--- src/design/rpcf_pkg.sv ---
package rpcf_pkg;

    localparam int PIXEL_W = 32;
    localparam int CH_W    = 8;
    localparam int AMT_W   = 10;
    localparam int CFG_W   = 24;
    localparam int IDX_W   = 3;

    typedef enum logic [2:0] {
        MODE_GRAY    = 3'd0,
        MODE_DARKEN  = 3'd1,
        MODE_BRIGHT  = 3'd2,
        MODE_INVERT  = 3'd3,
        MODE_BALANCE = 3'd4
    } t_filter_mode;

    typedef enum logic [1:0] {
        FMT_RGB555   = 2'd0,
        FMT_RGB565   = 2'd1,
        FMT_RGB888   = 2'd2,
        FMT_ARGB8888 = 2'd3
    } t_pix_fmt;

    localparam logic [IDX_W-1:0] REG_FILTER_MODE  = 3'd0;
    localparam logic [IDX_W-1:0] REG_PIXEL_FORMAT = 3'd1;
    localparam logic [IDX_W-1:0] REG_RED_AMOUNT   = 3'd2;
    localparam logic [IDX_W-1:0] REG_GREEN_AMOUNT = 3'd3;
    localparam logic [IDX_W-1:0] REG_BLUE_AMOUNT  = 3'd4;
    localparam logic [IDX_W-1:0] REG_KEY_ENABLE   = 3'd5;
    localparam logic [IDX_W-1:0] REG_KEY_COLOR    = 3'd6;

    typedef struct packed {
        logic [2:0]              filter_mode;
        t_pix_fmt                pixel_format;
        logic signed [AMT_W-1:0] red_amount;
        logic signed [AMT_W-1:0] green_amount;
        logic signed [AMT_W-1:0] blue_amount;
        logic                    key_enable;
        logic [23:0]             key_color;
    } t_cfg;

    // A five-bit field widened to eight bits; a nonzero value gets its low bits filled.
    function automatic logic [CH_W-1:0] expand5(logic [4:0] v);
        return (v == 5'd0) ? 8'd0 : {v, 3'b111};
    endfunction

    function automatic logic [CH_W-1:0] expand6(logic [5:0] v);
        return (v == 6'd0) ? 8'd0 : {v[5:1], 3'b111};
    endfunction

    // Sums stay below 768, so multiplying by 683/2048 gives the exact floor.
    function automatic logic [CH_W-1:0] div3(logic [9:0] s);
        logic [20:0] p;
        p = {11'd0, s} * 21'd683;
        return p[18:11];
    endfunction

endpackage

--- src/design/rpcf_channel.sv ---
module rpcf_channel (
    input  logic [rpcf_pkg::CH_W-1:0]         i_c,
    input  logic signed [rpcf_pkg::AMT_W-1:0] i_amt,
    input  logic [2:0]                        i_mode,
    output logic [rpcf_pkg::CH_W-1:0]         o_c
);
    import rpcf_pkg::*;

    logic                    dark;
    logic [8:0]              amount;
    logic [8:0]              clamp_pos;
    logic [8:0]              clamp_neg;
    logic [AMT_W-1:0]        neg_amt;
    logic [CH_W-1:0]         mul_a;
    logic [8:0]              mul_b;
    logic [16:0]             prod;
    logic [CH_W-1:0]         scaled;
    logic [CH_W-1:0]         adjusted;

    assign neg_amt = AMT_W'(-i_amt);

    // Amount limited to 0..256 and, for a negative balance, its magnitude limited to 256.
    assign clamp_pos = (i_amt < 10'sd0) ? 9'd0 :
                       (i_amt > 10'sd256) ? 9'd256 : i_amt[8:0];
    assign clamp_neg = (i_amt < -10'sd256) ? 9'd256 : neg_amt[8:0];

    always_comb begin
        dark   = 1'b0;
        amount = clamp_pos;
        case (i_mode)
            MODE_DARKEN: begin
                dark = 1'b1;
            end
            MODE_BALANCE: begin
                if (i_amt < 10'sd0) begin
                    dark   = 1'b1;
                    amount = clamp_neg;
                end
            end
            default: begin
                dark = 1'b0;
            end
        endcase
    end

    // Darken scales c by 256-a; brighten scales the headroom 255-c by a.
    assign mul_a    = dark ? i_c : (8'd255 - i_c);
    assign mul_b    = dark ? (9'd256 - amount) : amount;
    assign prod     = {9'd0, mul_a} * {8'd0, mul_b};
    assign scaled   = prod[15:8];
    assign adjusted = dark ? scaled : (i_c + scaled);

    always_comb begin
        case (i_mode) inside
            MODE_DARKEN, MODE_BRIGHT, MODE_BALANCE: o_c = adjusted;
            MODE_INVERT:                            o_c = ~i_c;
            default:                                o_c = i_c;
        endcase
    end

endmodule

--- src/design/rpcf_core.sv ---
module rpcf_core (
    input  logic [rpcf_pkg::PIXEL_W-1:0] i_pixel,
    input  rpcf_pkg::t_cfg               i_cfg,
    output logic [rpcf_pkg::PIXEL_W-1:0] o_pixel,
    output logic                         o_keyed
);
    import rpcf_pkg::*;

    logic [CH_W-1:0]    r_ch;
    logic [CH_W-1:0]    g_ch;
    logic [CH_W-1:0]    b_ch;
    logic [CH_W-1:0]    alpha;
    logic [PIXEL_W-1:0] masked;
    logic [9:0]         sum;
    logic [CH_W-1:0]    gray;
    logic [CH_W-1:0]    r_flt;
    logic [CH_W-1:0]    g_flt;
    logic [CH_W-1:0]    b_flt;
    logic [CH_W-1:0]    r_fin;
    logic [CH_W-1:0]    g_fin;
    logic [CH_W-1:0]    b_fin;
    logic [PIXEL_W-1:0] packed_px;

    always_comb begin
        alpha = 8'd0;
        unique case (i_cfg.pixel_format)
            FMT_RGB555: begin
                masked = {16'd0, i_pixel[15:0]};
                r_ch   = expand5(i_pixel[14:10]);
                g_ch   = expand5(i_pixel[9:5]);
                b_ch   = expand5(i_pixel[4:0]);
            end
            FMT_RGB565: begin
                masked = {16'd0, i_pixel[15:0]};
                r_ch   = expand5(i_pixel[15:11]);
                g_ch   = expand6(i_pixel[10:5]);
                b_ch   = expand5(i_pixel[4:0]);
            end
            FMT_RGB888: begin
                masked = {8'd0, i_pixel[23:0]};
                r_ch   = i_pixel[7:0];
                g_ch   = i_pixel[15:8];
                b_ch   = i_pixel[23:16];
            end
            default: begin
                masked = i_pixel;
                alpha  = i_pixel[31:24];
                r_ch   = i_pixel[23:16];
                g_ch   = i_pixel[15:8];
                b_ch   = i_pixel[7:0];
            end
        endcase
    end

    assign o_keyed = i_cfg.key_enable && ({b_ch, g_ch, r_ch} == i_cfg.key_color);

    assign sum  = {2'd0, r_ch} + {2'd0, g_ch} + {2'd0, b_ch};
    assign gray = div3(sum);

    rpcf_channel u_red (
        .i_c    (r_ch),
        .i_amt  (i_cfg.red_amount),
        .i_mode (i_cfg.filter_mode),
        .o_c    (r_flt)
    );

    rpcf_channel u_green (
        .i_c    (g_ch),
        .i_amt  (i_cfg.green_amount),
        .i_mode (i_cfg.filter_mode),
        .o_c    (g_flt)
    );

    rpcf_channel u_blue (
        .i_c    (b_ch),
        .i_amt  (i_cfg.blue_amount),
        .i_mode (i_cfg.filter_mode),
        .o_c    (b_flt)
    );

    assign r_fin = (i_cfg.filter_mode == MODE_GRAY) ? gray : r_flt;
    assign g_fin = (i_cfg.filter_mode == MODE_GRAY) ? gray : g_flt;
    assign b_fin = (i_cfg.filter_mode == MODE_GRAY) ? gray : b_flt;

    always_comb begin
        unique case (i_cfg.pixel_format)
            FMT_RGB555: packed_px = {17'd0, r_fin[7:3], g_fin[7:3], b_fin[7:3]};
            FMT_RGB565: packed_px = {16'd0, r_fin[7:3], g_fin[7:2], b_fin[7:3]};
            FMT_RGB888: packed_px = {8'd0, b_fin, g_fin, r_fin};
            default:    packed_px = {alpha, r_fin, g_fin, b_fin};
        endcase
    end

    assign o_pixel = o_keyed ? masked : packed_px;

endmodule

--- src/design/rgb_pixel_color_filter_top.sv ---
// A word accepted into the input register passes through the filter logic into the
// result register, which holds it on the output until the consumer takes it.
// Throughput: one word per cycle while the consumer does not stall; the input register
// feeds the filter logic, and it refills whenever it is empty or the result stage advances.
// Reset (synchronous, active low) empties both stages and returns the configuration
// registers to grayscale, argb8888, zero amounts and keying off.
module rgb_pixel_color_filter_top (
    input  logic                               i_clk,
    input  logic                               i_rst_n,
    input  logic                               i_valid,
    output logic                               o_stall,
    input  logic [rpcf_pkg::PIXEL_W-1:0]       i_pixel_in,
    output logic                               o_valid,
    input  logic                               i_stall,
    output logic [rpcf_pkg::PIXEL_W-1:0]       o_pixel_out,
    output logic                               o_was_keyed,
    input  logic                               i_cfg_we,
    input  logic [rpcf_pkg::IDX_W-1:0]         i_cfg_index,
    input  logic [rpcf_pkg::CFG_W-1:0]         i_cfg_data
);
    import rpcf_pkg::*;

    t_cfg               r_cfg;
    logic               r_in_valid;
    logic [PIXEL_W-1:0] r_in_pixel;
    logic               r_out_valid;
    logic [PIXEL_W-1:0] r_out_pixel;
    logic               r_out_keyed;
    logic               adv_out;
    logic               adv_in;
    logic [PIXEL_W-1:0] n_out_pixel;
    logic               n_out_keyed;

    always_ff @(posedge i_clk) begin
        if (!i_rst_n) begin
            r_cfg.filter_mode  <= MODE_GRAY;
            r_cfg.pixel_format <= FMT_ARGB8888;
            r_cfg.red_amount   <= '0;
            r_cfg.green_amount <= '0;
            r_cfg.blue_amount  <= '0;
            r_cfg.key_enable   <= 1'b0;
            r_cfg.key_color    <= '0;
        end else if (i_cfg_we) begin
            unique case (i_cfg_index)
                REG_FILTER_MODE:  r_cfg.filter_mode  <= i_cfg_data[2:0];
                REG_PIXEL_FORMAT: r_cfg.pixel_format <= t_pix_fmt'(i_cfg_data[1:0]);
                REG_RED_AMOUNT:   r_cfg.red_amount   <= i_cfg_data[AMT_W-1:0];
                REG_GREEN_AMOUNT: r_cfg.green_amount <= i_cfg_data[AMT_W-1:0];
                REG_BLUE_AMOUNT:  r_cfg.blue_amount  <= i_cfg_data[AMT_W-1:0];
                REG_KEY_ENABLE:   r_cfg.key_enable   <= i_cfg_data[0];
                REG_KEY_COLOR:    r_cfg.key_color    <= i_cfg_data[23:0];
                default: begin
                end
            endcase
        end
    end

    // The result register frees up whenever its word is taken, so the input stage
    // can refill in the same cycle.
    assign adv_out = !r_out_valid || !i_stall;
    assign adv_in  = !r_in_valid || adv_out;
    assign o_stall = !adv_in;

    always_ff @(posedge i_clk) begin
        if (!i_rst_n) begin
            r_in_valid <= 1'b0;
        end else if (adv_in) begin
            r_in_valid <= i_valid;
        end
    end

    always_ff @(posedge i_clk) begin
        if (adv_in && i_valid) begin
            r_in_pixel <= i_pixel_in;
        end
    end

    rpcf_core u_core (
        .i_pixel (r_in_pixel),
        .i_cfg   (r_cfg),
        .o_pixel (n_out_pixel),
        .o_keyed (n_out_keyed)
    );

    always_ff @(posedge i_clk) begin
        if (!i_rst_n) begin
            r_out_valid <= 1'b0;
        end else if (adv_out) begin
            r_out_valid <= r_in_valid;
        end
    end

    always_ff @(posedge i_clk) begin
        if (adv_out && r_in_valid) begin
            r_out_pixel <= n_out_pixel;
            r_out_keyed <= n_out_keyed;
        end
    end

    assign o_valid     = r_out_valid;
    assign o_pixel_out = r_out_pixel;
    assign o_was_keyed = r_out_keyed;

endmodule

--- config.mk ---
export PLATFORM = sky130hd
export DESIGN_NAME = rgb_pixel_color_filter_top
export DESIGN_NICKNAME = d
export VERILOG_FILES = /design/src/design/rpcf_pkg.sv /design/src/design/rpcf_channel.sv /design/src/design/rpcf_core.sv /design/src/design/rgb_pixel_color_filter_top.sv
export SDC_FILE = /design/constraint.sdc
export NUM_CORES = 1
export LEC_CHECK = 0
export ABC_AREA = 1
export BUFFER_PORTS_ARGS = -buffer_cell sky130_fd_sc_hd__buf_2
export CAP_MARGIN = 5
export CELL_PAD_IN_SITES_DETAIL_PLACEMENT = 1
export CELL_PAD_IN_SITES_GLOBAL_PLACEMENT = 2
export CORE_MARGIN = 1
export CORE_UTILIZATION = 37
export DETAILED_ROUTE_END_ITERATION = 12
export HOLD_SLACK_MARGIN = 0.02
export PLACE_DENSITY_LB_ADDON = 0.1
export SYNTH_ARGS = -nofsm -noshare
export SYNTH_HDL_FRONTEND = slang
export SYNTH_SLANG_ARGS = --single-unit
--- constraint.sdc ---
create_clock -name i_clk -period 8.7 [get_ports i_clk]
set_clock_uncertainty 0.15 [all_clocks]
set_input_delay 1.74 -clock i_clk [delete_from_list [all_inputs] [get_ports i_clk]]
set_output_delay 1.74 -clock i_clk [all_outputs]
set_load 0.01 [all_outputs]
## Word level (Yosys, flattened, before mapping)

Cells that the tools add are included.

- Output and inout port bits: 35
- Input bits: 64
- Register bits: 127
- Word-level logic and storage cells: 131

- Multipliers: 4
- Multiplexer cells: 50
- Equal/unequal tests: 13
- Bitwise logic cells: 3
- Add/subtract/negate cells: 14
- Reduce and logical (&&, ||, !) cells: 26
- $lt $le $gt $ge: 9

Operators by type and width:

| kind | number |
|---|---|
| $mux 9 | 18 |
| $mux 8 | 20 |
| $pmux 32 s3 | 1 |
| $pmux 32 s2 | 1 |
| $mul 8x9->16 | 3 |
| $mux 32 | 1 |
| $pmux 8 s2 | 2 |
| $gt 10x10->1 const B | 3 |
| $lt 10x1->1 const B | 3 |
| $lt 10x9->1 const B | 3 |
| $neg 9->9 | 3 |
| $sub 9x9->9 const A | 3 |
| $add 8x8->8 | 3 |
| $eq 24x24->1 | 1 |
| $not 8->8 | 3 |
| $pmux 8 s3 | 1 |
| $sub 8x8->8 const A | 3 |
| $logic_not 5->1 | 4 |
| $mul 10x10->19 const B | 1 |
| $reduce_and 2->1 | 7 |
| $eq 3x2->1 const B | 4 |
| $eq 3x3->1 const B | 4 |
| $add 10x8->10 | 1 |
| $add 8x8->9 | 1 |
| 13 further kinds | 25 |

## Logic depth before layout (Yosys ltp)

Gate-level depths: netlist of the first run.

- Depth in word-level cells: 14
- Depth in mapped cells: 51

## By module

Synthesis of the first run repeated with hierarchy kept, for this count alone.

- Cells, all modules: 2973
- Area, all modules: 19984.2 µm²

Modules (own cells, without submodules):

| module | seq. area each (µm²) | cells each | times used | area each (µm²) |
|---|---|---|---|---|
| rpcf_core | 0.0 | 924 | 1 | 5051.1 |
| rgb_pixel_color_filter_top | 3193.1 | 442 | 1 | 4493.1 |
| rpcf_channel at u_core.u_green | 0.0 | 535 | 1 | 3519.6 |
| rpcf_channel at u_core.u_blue | 0.0 | 531 | 1 | 3464.6 |
| rpcf_channel at u_core.u_red | 0.0 | 541 | 1 | 3455.8 |

## Least setup slack after synthesis of the first run

No wires, ideal clock.

- Kind: reg-to-reg
- Start point: register r_cfg[56] in the netlist's numbering
- End point: register r_out_pixel[13], in the netlist o_pixel_out[13] (data pin)
- Slack: 1120 ps
- Arrival time: 7177 ps
- Clock period less this slack: 7580 ps
- Cell stages (with the launch flop): 46
- Cell sequence: dfxtp_1 > buf_4 > nand2_4 > inv_2 > nand2_1 > nand3_1 > nor2_1 > nand2_1 > ha_1 > inv_1 > fa_1 > o21ai_1 > a21oi_1 > o21ai_1 > xnor2_1 > inv_1 > ha_1 > nand2_1 > [... 10 more ...] > ha_1 > a21oi_1 > o21a_1 > nand3_1 > nand2_1 > nand2_1 > nand2_1 > nand2_1 > nand2_1 > nor2_1 > nor2_1 > xor2_1 > nand2_1 > a21boi_2 > nand2_1 > o21ai_0 > nor2_1 > nor2_1

- Longest elaborated chain between the ends: 11
- Elaborated cells between the ends (all ways): 32
- Classes of those cells: add/sub (6); mul (3); eq/ne (3); mux (15); bitwise (2); reduce/logical (3)

Ends and longest elaborated chain:

| what | line | text |
|---|---|---|
| from (decl) | rgb_pixel_color_filter_top.sv:23 | `t_cfg r_cfg;` |
| $eq 2x2->1, or another cell as far along | rpcf_core.sv:26, rpcf_core.sv:86 |  |
| $pmux 8 s3 / $pmux 8 s2 (equally long branches) | rpcf_core.sv:26 | `unique case (i_cfg.pixel_format)` |
| $sub 8x8->8 | rpcf_channel.sv:47 | `assign mul_a = dark ? i_c : (8'd255 - i_c);` |
| $mux 8 | rpcf_channel.sv:47 |  |
| $mul 8x9->16 | rpcf_channel.sv:49 | `assign prod = {9'd0, mul_a} * {8'd0, mul_b};` |
| $add 8x8->8 | rpcf_channel.sv:51 | `assign adjusted = dark ? scaled : (i_c + scaled);` |
| $mux 8 | rpcf_channel.sv:51 |  |
| $mux 8 | rpcf_channel.sv:54 | `case (i_mode) inside` |
| $mux 8, on equally long branches | rpcf_core.sv:81, rpcf_core.sv:82 |  |
| $pmux 32 s3 | rpcf_core.sv:86 | `unique case (i_cfg.pixel_format)` |
| $mux 32 (*) | rpcf_core.sv:94 | `assign o_pixel = o_keyed ? masked : packed_px;` |
| net n_out_pixel[13] | rgb_pixel_color_filter_top.sv:31 | `logic [PIXEL_W-1:0] n_out_pixel;` |
| to (signal assigned) | rgb_pixel_color_filter_top.sv:95 | `r_out_pixel <= n_out_pixel;` |
| to (decl) | rgb_pixel_color_filter_top.sv:27 | `logic [PIXEL_W-1:0] r_out_pixel;` |

The timed path passes the listed nets; every way through them passes the cells marked *.
A chain may end at the register's enable or synchronous reset.

## Worst setup path after layout of the first run

- Start point: register r_cfg[25] in the netlist's numbering
- End point: register r_out_pixel[22], in the netlist o_pixel_out[22] (data pin)

- Longest elaborated chain between the ends: 14
- Elaborated cells between the ends (all ways): 21
- Classes of those cells: add/sub (3); mul (1); order compare (3); mux (14)

Ends and longest elaborated chain:

| what | line | text |
|---|---|---|
| $gt 10x10->1 | rpcf_channel.sv:24 | `(i_amt > 10'sd256) ? 9'd256 : i_amt[8:0];` |
| $mux 9 | rpcf_channel.sv:24 |  |
| $mux 9 | rpcf_channel.sv:23 | `assign clamp_pos = (i_amt < 10'sd0) ? 9'd0 :` |
| $mux 9 | rpcf_channel.sv:35 | `if (i_amt < 10'sd0) begin` |
| $mux 9 | rpcf_channel.sv:30 | `case (i_mode)` |
| $sub 9x9->9 | rpcf_channel.sv:48 | `assign mul_b = dark ? (9'd256 - amount) : amount;` |
| $mux 9 | rpcf_channel.sv:48 |  |
| $mul 8x9->16 | rpcf_channel.sv:49 |  |
| $add 8x8->8 | rpcf_channel.sv:51 |  |
| $mux 8 (*) | rpcf_channel.sv:51 |  |
| $mux 8 (*) | rpcf_channel.sv:54 |  |
| $mux 8 (*) | rpcf_core.sv:83 | `assign b_fin = (i_cfg.filter_mode == MODE_GRAY) ? gray : b_flt;` |
| $pmux 32 s3 (*) | rpcf_core.sv:86 |  |
| $mux 32 (*) | rpcf_core.sv:94 |  |
| net n_out_pixel[22] | rgb_pixel_color_filter_top.sv:31 |  |

Marked as above.

==> results of run 1 <==
[metrics by stage]
stage               setup TNS [ns]  setup WS (ns)  hold WS (ns)  utilization, %  std cells
floorplan                        0           1.12         0.294               -       2655
global placement                 0          0.149         0.308            41.3       3454
detailed placement               0         0.0639         0.320            41.3       3454
CTS                              0         0.0570         0.331            42.6       3486
global route                -0.394        -0.0755         0.355            43.5       3502
finish                           0          0.491         0.331            43.5       3502
[timing repair]
item | 4_1_cts | 5_1_grt
buffers inserted | 0 | 16
endpoints found under the setup margin | 0 | 21
gates resized for setup | 0 | 103
[final timing paths]
kind / from / endpoint / slack, ns / depth (start not counted)
setup / recovery: r_cfg[25] / o_pixel_out[22] / 0.49 / 47
hold / removal: r_cfg[8] / r_cfg[8] / 0.33 / 2
setup reg to reg: r_cfg[25] / o_pixel_out[22] / 0.49 / 47
hold reg to reg: r_cfg[8] / r_cfg[8] / 0.33 / 2
[layer usage]
layer	GRT usage, %	wire (um)	up-vias
li1	-	-	8837
met1	39.1	33600	8854
met2	45.1	31600	339
met3	3.14	2440	67
met4	6.82	1280	0
met5	0	0	-
[cells in the final DEF, fill, tap and decap left out, types with 9 or more instances in the layout]
cell and n:
sky130_fd_sc_hd__buf_4 104, sky130_fd_sc_hd__fa_1 144, sky130_fd_sc_hd__dfxtp_1 59, sky130_fd_sc_hd__nand4_1 24
sky130_fd_sc_hd__xnor2_1 20, sky130_fd_sc_hd__inv_2 28, sky130_fd_sc_hd__or2_2 19, sky130_fd_sc_hd__xor2_1 60
sky130_fd_sc_hd__o21ai_0 122, sky130_fd_sc_hd__nand2_2 25, sky130_fd_sc_hd__a31oi_1 9, sky130_fd_sc_hd__nor3_1 17
sky130_fd_sc_hd__nand2_1 494, sky130_fd_sc_hd__o21bai_1 9, sky130_fd_sc_hd__and2_1 23, sky130_fd_sc_hd__buf_2 98
sky130_fd_sc_hd__ha_1 190, sky130_fd_sc_hd__a21oi_1 133, sky130_fd_sc_hd__nor2_1 363, sky130_fd_sc_hd__inv_1 422
sky130_fd_sc_hd__clkbuf_16 17, sky130_fd_sc_hd__o21ai_1 17, sky130_fd_sc_hd__nand3_1 197, sky130_fd_sc_hd__edfxtp_1 65
sky130_fd_sc_hd__nor2_2 12, sky130_fd_sc_hd__o21ai_2 12, sky130_fd_sc_hd__a21oi_2 13, sky130_fd_sc_hd__nand3b_1 9
[cells by family after synthesis]
| group | count (synthesis) | share of synthesized area [%] |
|---|---|---|
| fa+ha+maj | 343 | 28.9 |
| simple gates | 1234 | 28.7 |
| xor+xnor | 87 | 4.17 |
| buf+inv | 512 | 10.6 |
| compound gates | 352 | 10.5 |
| flops | 127 | 17.1 |
[sequential cells by signal, summed over array words and instances (netlist names)]
name         count
r_cfg           60
o_pixel_out     32
r_in_pixel      32
o_valid          1
o_was_keyed      1
r_in_valid       1
[area by class of cell]
class	instances	area [um2]
multi-input cells	2016	13800
flip-flops and latches	127	3200
repair buffers	202	1270
clock inverters	13	181
inverters	461	1740
clock buffers	19	433
well taps	664	831
fillers	6316	27900
[worst max-delay path, delay by kind of cell, from the launching register on]
| kind | cells | cell delay, ns |
|---|---|---|
| adders and majority gates | 9 | 3.41 |
| and+or+nand+nor | 22 | 2.48 |
| AOI/OAI and AO/OA | 6 | 0.78 |
| buffers and inverters | 9 | 0.66 |
| DFF | 1 | 0.32 |
| xor gates and xnor gates | 1 | 0.17 |
==> results, run 1 <==
- The number of top-level pins is 99.
- The tightest slew margin relative to the limit is 25.9%.
- The number of I/O port buffers is 98.
- Of all cell types, the one taking the most synthesized area is sky130_fd_sc_hd__fa_1.
- The number of global-route vias before repair is 19100.
- Buffers inserted during clock tree synthesis total 17.
- The number of enable-type register cells in the synthesized netlist is 65.
- The top fanout value on the critical path is 7.
- The routed design could run at a clock period as short as 8.21 ns.
- The via count is 18100.
- After floorplanning, the core was divided into 81 placement rows.
- TritonCTS built the clock tree.
- The path class of the tightest hold or removal check is flop to flop.
- The final count of pins violating max slew was 0.
- The final hold violation count is 0.
- The combined area of all synthesized cells is 18600 um2.
- The share of synthesized registers carrying an async set or reset is 0%.
- In this run the horizontal extent of the chip is 226 um.
- The die is 226 um tall.
- Detailed placement ended at an HPWL of 58100 um.
- The synthesized flop and latch total is 127.
- Clock-pin slew was measured on the worst setup and hold paths at 0.06 ns.
- Summed over all layers, the global routing overflow is 0.
- The tree is rooted in a sky130_fd_sc_hd__clkbuf_16.
- The run finished with clean final reports.
- The first global-routing pass estimated 109000 um of wire.
- At the end of routability-driven placement, the weighted congestion stood at 0.899.
- The number of DRC markers after the initial detailed-route iteration is 1000.
- The area growth from synthesis to final layout is 15.2%.
- The count of cell types in the netlist is 64.
- The leading register cell type out of synthesis is sky130_fd_sc_hd__edfxtp_1.
- In the final design database the tool counted 3232 nets.
- Synthesis produced a netlist whose cell count is 2655.
- The first detailed-routing pass took 5 iterations.
- Counting every sink on the clock net gives 127.
- The average detailed-routed wire length per instance is 19.7 um.
- By instance count, the cell type seen most on the critical path is sky130_fd_sc_hd__nand2_1.
- The total setup violations reported at the end of the flow is 0.
- The max-cap check violation count is 0.
- The slowest stage of the critical path belongs to the cell sky130_fd_sc_hd__fa_1.
- By instance count, the leading cell after synthesis is sky130_fd_sc_hd__nand2_1.
- The number of nets in the synthesized netlist is 3062.
- The post-detailed-route DRC marker count is 0.
- The floorplan step defined a core boundary enclosing 49400 um2.
- Counting along the longest clock path gives a buffer depth of 2.
- The worst path uses 94.4% of the clock period.
- Sequential elements use 17.1% of the synthesized area.
- The pin count of the biggest net entering global routing is 61.
- The H-tree was split into 4 levels.
- The launching element type of the critical path is a flop.
- The number of vias per cell after detailed routing is 5.17.
- The die covers 51300 um2.
- The repair_antennas step left the layout with diodes totalling 0.
- Sorting the synthesized cells by area gives the leading types as sky130_fd_sc_hd__fa_1 (16%), sky130_fd_sc_hd__ha_1 (13%), sky130_fd_sc_hd__edfxtp_1 (10%).
- The overall routed net length is 68900 um.
- The required time of the worst setup path is 8.76 ns.
- The arrival time of the worst setup path is 8.27 ns.
- Each instance of the synthesized netlist takes up on average 7.02 um2.
- By count the netlist is led by sky130_fd_sc_hd__nand2_1 (506), sky130_fd_sc_hd__inv_1 (430), sky130_fd_sc_hd__nor2_1 (371).
- By startpoint and endpoint, the worst setup path is classified as flop to flop.
- After clock tree synthesis, the flow added hold-fix buffers numbering 0.
- Yosys printed 0 warnings.
- The total cell area at the placement stage is 20400 um2.
- Global routing consumed, over all layers together, 27.8% of the routing resources.
- STA classifies the critical path endpoint as a flop.
- After routing the design area is 21500 um2.
- For this configuration, the core starts out at a cell density of 37.8%.
- Of the cells placed in the final design, the portion with a size suffix greater than 1 is 14.3%.
- The initial antenna violation count is 2.
- In this design, the stage delay of the slowest critical-path cell is 0.53 ns.
- The remaining antenna violation count after routing is 0.
- Based on the critical path, the design can be clocked at up to 122 MHz.
- The fraction of synthesized cell area taken by the top area cell type is 15.7%.
- Clock latency on the worst-skew pair, taken at its later pin, is 0.46 ns.
- The actual transition at the worst max-transition pin is 1.11 ns.
Power of run 1 is not shown: default switching activity piles up to over one toggle a cycle in this logic, so the estimate is an artifact.
==> inputs of run 2 (changes only) <==
--- a/config.mk
+++ b/config.mk
@@ -7,3 +7,2 @@
 export LEC_CHECK = 0
-export ABC_AREA = 1
 export BUFFER_PORTS_ARGS = -buffer_cell sky130_fd_sc_hd__buf_2
@@ -13,3 +12,3 @@
 export CORE_MARGIN = 1
-export CORE_UTILIZATION = 37
+export CORE_UTILIZATION = 40
 export DETAILED_ROUTE_END_ITERATION = 12
==> constraint.sdc (replaced) <==
create_clock -name i_clk -period 8.7 [get_ports i_clk]
set_clock_uncertainty 0.15 [all_clocks]
set_input_delay 0.87 -clock i_clk [delete_from_list [all_inputs] [get_ports i_clk]]
set_output_delay 0.87 -clock i_clk [all_outputs]
set_load 0.01 [all_outputs]
==> run 2 against run 1 <==
  * The flow now finishes with violations (setup timing)
  * Non-clock buffer count rose by 408
  * Count of clock-buffer cells in the layout fell by 2
  * Sequential share of layout area fell by 2.5 points
  * Cell count fell by 5.1%
  * Global-route usage rose by 3.4 points
  * Die area fell by 8.3%
  * Hold slack improved by 0.0067 ns
  * Area after synthesis fell by 0.89%
  * Critical path type unchanged
==> results, run 2 <==
- The flow ran to the end, but the final reports show violations.
- The final reports fail on setup timing.
- The average detailed-routed wire length per instance is 22.8 um (+16%).
- The flip-flop count of the largest register, all copies and words added was 60 (unchanged).
- The final weighted congestion in routability-driven placement is 0.921 (+2.5%).
- The critical path's largest stage delay was 0.52 ns (about the same).
- The number of buffers and inverters on the critical path is 9 (unchanged).
- The biggest area contributor in the post-synthesis netlist is sky130_fd_sc_hd__fa_1.
- The number of CTS-inserted buffers came to 17 (unchanged).
- The post-layout net count is 3117 (-3.6%).
- The vertical die dimension came to 217 um (-4.2%).
- The library cell used as clock root buffer is sky130_fd_sc_hd__clkbuf_16.
- The endpoint identified for the worst register-to-register timing path is o_pixel_out[4].
- The arrival time of the worst setup path was 8.90 ns (+0.63 ns).
- The tightest slew margin relative to the limit is 27.0% (+1.1 points).
- The final critical delay including setup and external delays came to 8.76 ns (+0.547 ns).
- The top fanout value on the critical path is 5 (-2).
- On the critical path, the stage with the largest delay is an instance of sky130_fd_sc_hd__fa_1.
- The total iterations of the first detailed-routing run is 6 (+1).
- The most common cell in the netlist is sky130_fd_sc_hd__nor2_1.
- The final worst slack came to -0.0557 ns (-0.547 ns).
- The clock slew seen by the registers of the worst setup and hold paths was 0.06 ns (about the same).
- The number of sinks on the clock net is 127 (unchanged).
- The number of vias per cell after detailed routing was 5.64 (+9.1%).
- The instance count on the critical path is 39 (-17%).
- The critical path's top delay family is adder cells.
- The count of inserted antenna diode cells came to 0 (unchanged).
- The required time of the worst setup path is 8.85 ns (+0.09 ns).
- The share of cells above drive strength 1 was 38.6% (+24 points).
- The post-detailed-route DRC marker count is 0 (unchanged).
- The wire length of the first global-routing pass is 113000 um (+3.8%).
- The synthesized flop and latch total was 127 (unchanged).
- The remaining global-route overflow is 0 (unchanged).
- Leaving out fill and tap cells, the most frequent cell in the layout is sky130_fd_sc_hd__buf_4.
- The via count was 18700 (+3.6%).
- The remaining antenna violation count after routing is 0 (unchanged).
- The number of global-route vias before repair is 20100 (+5.1%).
- The startpoint of the lowest-slack register-to-register path is r_cfg[57].
- The number of DRC markers after the initial detailed-route iteration came to 1238 (+24%).
- The worst-skew pair later-pin latency is 0.46 ns (about the same).
- The count of cell types in the netlist is 122 (+91%).
- The register with the most flip-flops is r_cfg.
- The buffer levels on the longest clock path is 2 (unchanged).
- The leading register cell type out of synthesis is sky130_fd_sc_hd__edfxtp_1.
- The share of the cycle needed by the critical path after routing was 101% (+6.3 points).
- Yosys attributes the largest share of cell area to sky130_fd_sc_hd__fa_1 (16%), sky130_fd_sc_hd__ha_1 (13%), sky130_fd_sc_hd__edfxtp_1 (11%).
- The post-synthesis cell count is 2157 (-19%).
- The length in cells of the worst reg-to-reg path is 39 (-17%).
- The fraction of synthesized cell area taken by the top area cell type is 15.8% (+0.14 points).
- The min-delay analysis places its worst path in the category flop to flop.
- The category of the critical setup timing path is flop to flop.
- In this run the worst setup path terminates at o_pixel_out[4].
- The actual transition at the worst max-transition pin is 1.10 ns (-0.0133 ns).
- The library cells used most frequently in the layout, excluding fill and tap cells, are sky130_fd_sc_hd__buf_4 (479), sky130_fd_sc_hd__nor2_1 (261), sky130_fd_sc_hd__inv_1 (195).
- The die boundary width is 217 um (-4.2%).
- The total routing resource utilization after global routing is 31.1% (+3.4 points).
- The highest attainable clock frequency came to 114 MHz (-6.2%).
- The combined area of all synthesized cells is 18500 um2 (-0.89%).
- The register-to-register path setup slack came to -0.06 ns (-0.55 ns).
- The share of synthesized registers carrying an async set or reset is 0% (unchanged).
- The initial core utilization was 40.6% (+2.9 points).
- The HPWL after detailed placement is 59100 um (+1.7%).
- The pin count of the biggest net entering global routing is 63 (+3.3%).
- Tracing the worst setup path back leads to its startpoint at r_cfg[57].
- The Yosys warning count is 0 (unchanged).
- The final hold violation count came to 0 (unchanged).
- The total setup violations reported at the end of the flow is 3 (+3).
- The number of fill cells in the layout is 5255 (-17%).
- The sort of element at the end of the critical path is a flop.
- The number of top-level pins is 99 (unchanged).
- The worst hold margin is 0.337 ns (+0.00666 ns).
- The initial antenna violation count is 0 (-2).
- The max-cap check violation count is 0 (unchanged).
- The final count of pins violating max slew is 0 (unchanged).
- By count the netlist is led by sky130_fd_sc_hd__nor2_1 (290), sky130_fd_sc_hd__inv_1 (213), sky130_fd_sc_hd__ha_1 (197).
- The launching element type of the critical path is a flop.
- The number of H-tree levels is 4 (unchanged).
- The number of enable-type register cells in the synthesized netlist was 65 (unchanged).
- The die area came to 47000 um2 (-8.3%).
- The mean post-synth cell area is 8.56 um2 (+22%).
- The number of I/O port buffers came to 98 (unchanged).
- The synthesized netlist net count is 2564 (-16%).
- The overall routed net length is 75700 um (+9.8%).
- The sequential area share after synthesis is 17.3% (+0.15 points).
- The placement row count was 78 (-3.7%).
- The total core area is 45500 um2 (-7.9%).
- Setup repair after global routing could not meet its margin everywhere.
- The CTS tree is done.
- The area growth from synthesis to layout is 40.0%.
-- run 2: layout make-up --
type / instances / area (um2) / share of cell area, %
Multi-Input combinational cell: 1738 / 15900 / 61.7
Tap cell: 600 / 751 / 2.90
Inverter: 216 / 811 / 3.14
Clock inverter: 15 / 196 / 0.760
Clock buffer: 17 / 425 / 1.65
Timing Repair Buffer: 610 / 4510 / 17.5
Sequential cell: 127 / 3210 / 12.4
-- run 2: worst min-delay path by stage --
stage | from | to | slack [ns] | depth (start not counted)
finish | r_cfg[15] | r_cfg[15] | 0.34 | 2
global route | r_cfg[11] | r_cfg[11] | 0.36 | 2
global placement | r_cfg[9] | r_cfg[9] | 0.31 | 2
floorplan | r_cfg[2] | r_cfg[2] | 0.31 | 2
CTS | r_cfg[3] | r_cfg[3] | 0.34 | 2
detailed placement | r_cfg[8] | r_cfg[8] | 0.33 | 2
-- run 2: routing by layer --
metal,vias to the layer above,wire length [um],track usage (%)
met3,136,3770,4.12
met5,-,0,0
met2,528,36700,52.3
li1,8594,-,-
met1,9482,32900,41.6
met4,0,2290,9.15
-- run 2: timing repair --
item | CTS | global route
pin swaps | 88 | 171
hold buffers | 0 | 0
endpoints found under the hold margin | 0 | 0
buffers inserted | 33 | 55
gates resized for setup | 138 | 275
setup endpoints to repair | 21 | 24
-- run 2: through the flow --
stage	cells	setup WS, ns	instance area (um2)	TNS [ns]	util (%)
finish	3323	-0.0557	25900	-0.0967	56.8
global route	3323	-0.344	25900	-3.32	56.8
CTS	3270	-0.164	24100	-0.673	53.0
detailed placement	3206	-0.877	22600	-7.33	49.7
global placement	3206	-0.837	22600	-4.77	49.7
floorplan	2157	0.00759	18500	0	-
-- run 2: tightest hold or removal path: stages, from the launching register on --
cell,delay (ns)
sky130_fd_sc_hd__dfxtp_1,0.32
sky130_fd_sc_hd__nand2_1,0.06
sky130_fd_sc_hd__a21boi_0,0.07
-- run 2: cell families (layout without fill, tap and decap cells) --
family	Yosys count	in the layout	share of synthesized area (%)
XOR/XNOR	128	128	6.23
AND/OR/NAND/NOR	748	748	19.5
adder cells (fa/ha/maj)	343	343	29.2
AO/OA/AOI/OAI	460	460	17.7
flip-flops	127	127	17.3
buffers and inverters	292	858	6.31
multiplexers	59	59	3.77
Power of run 2 is left out for the same reason.
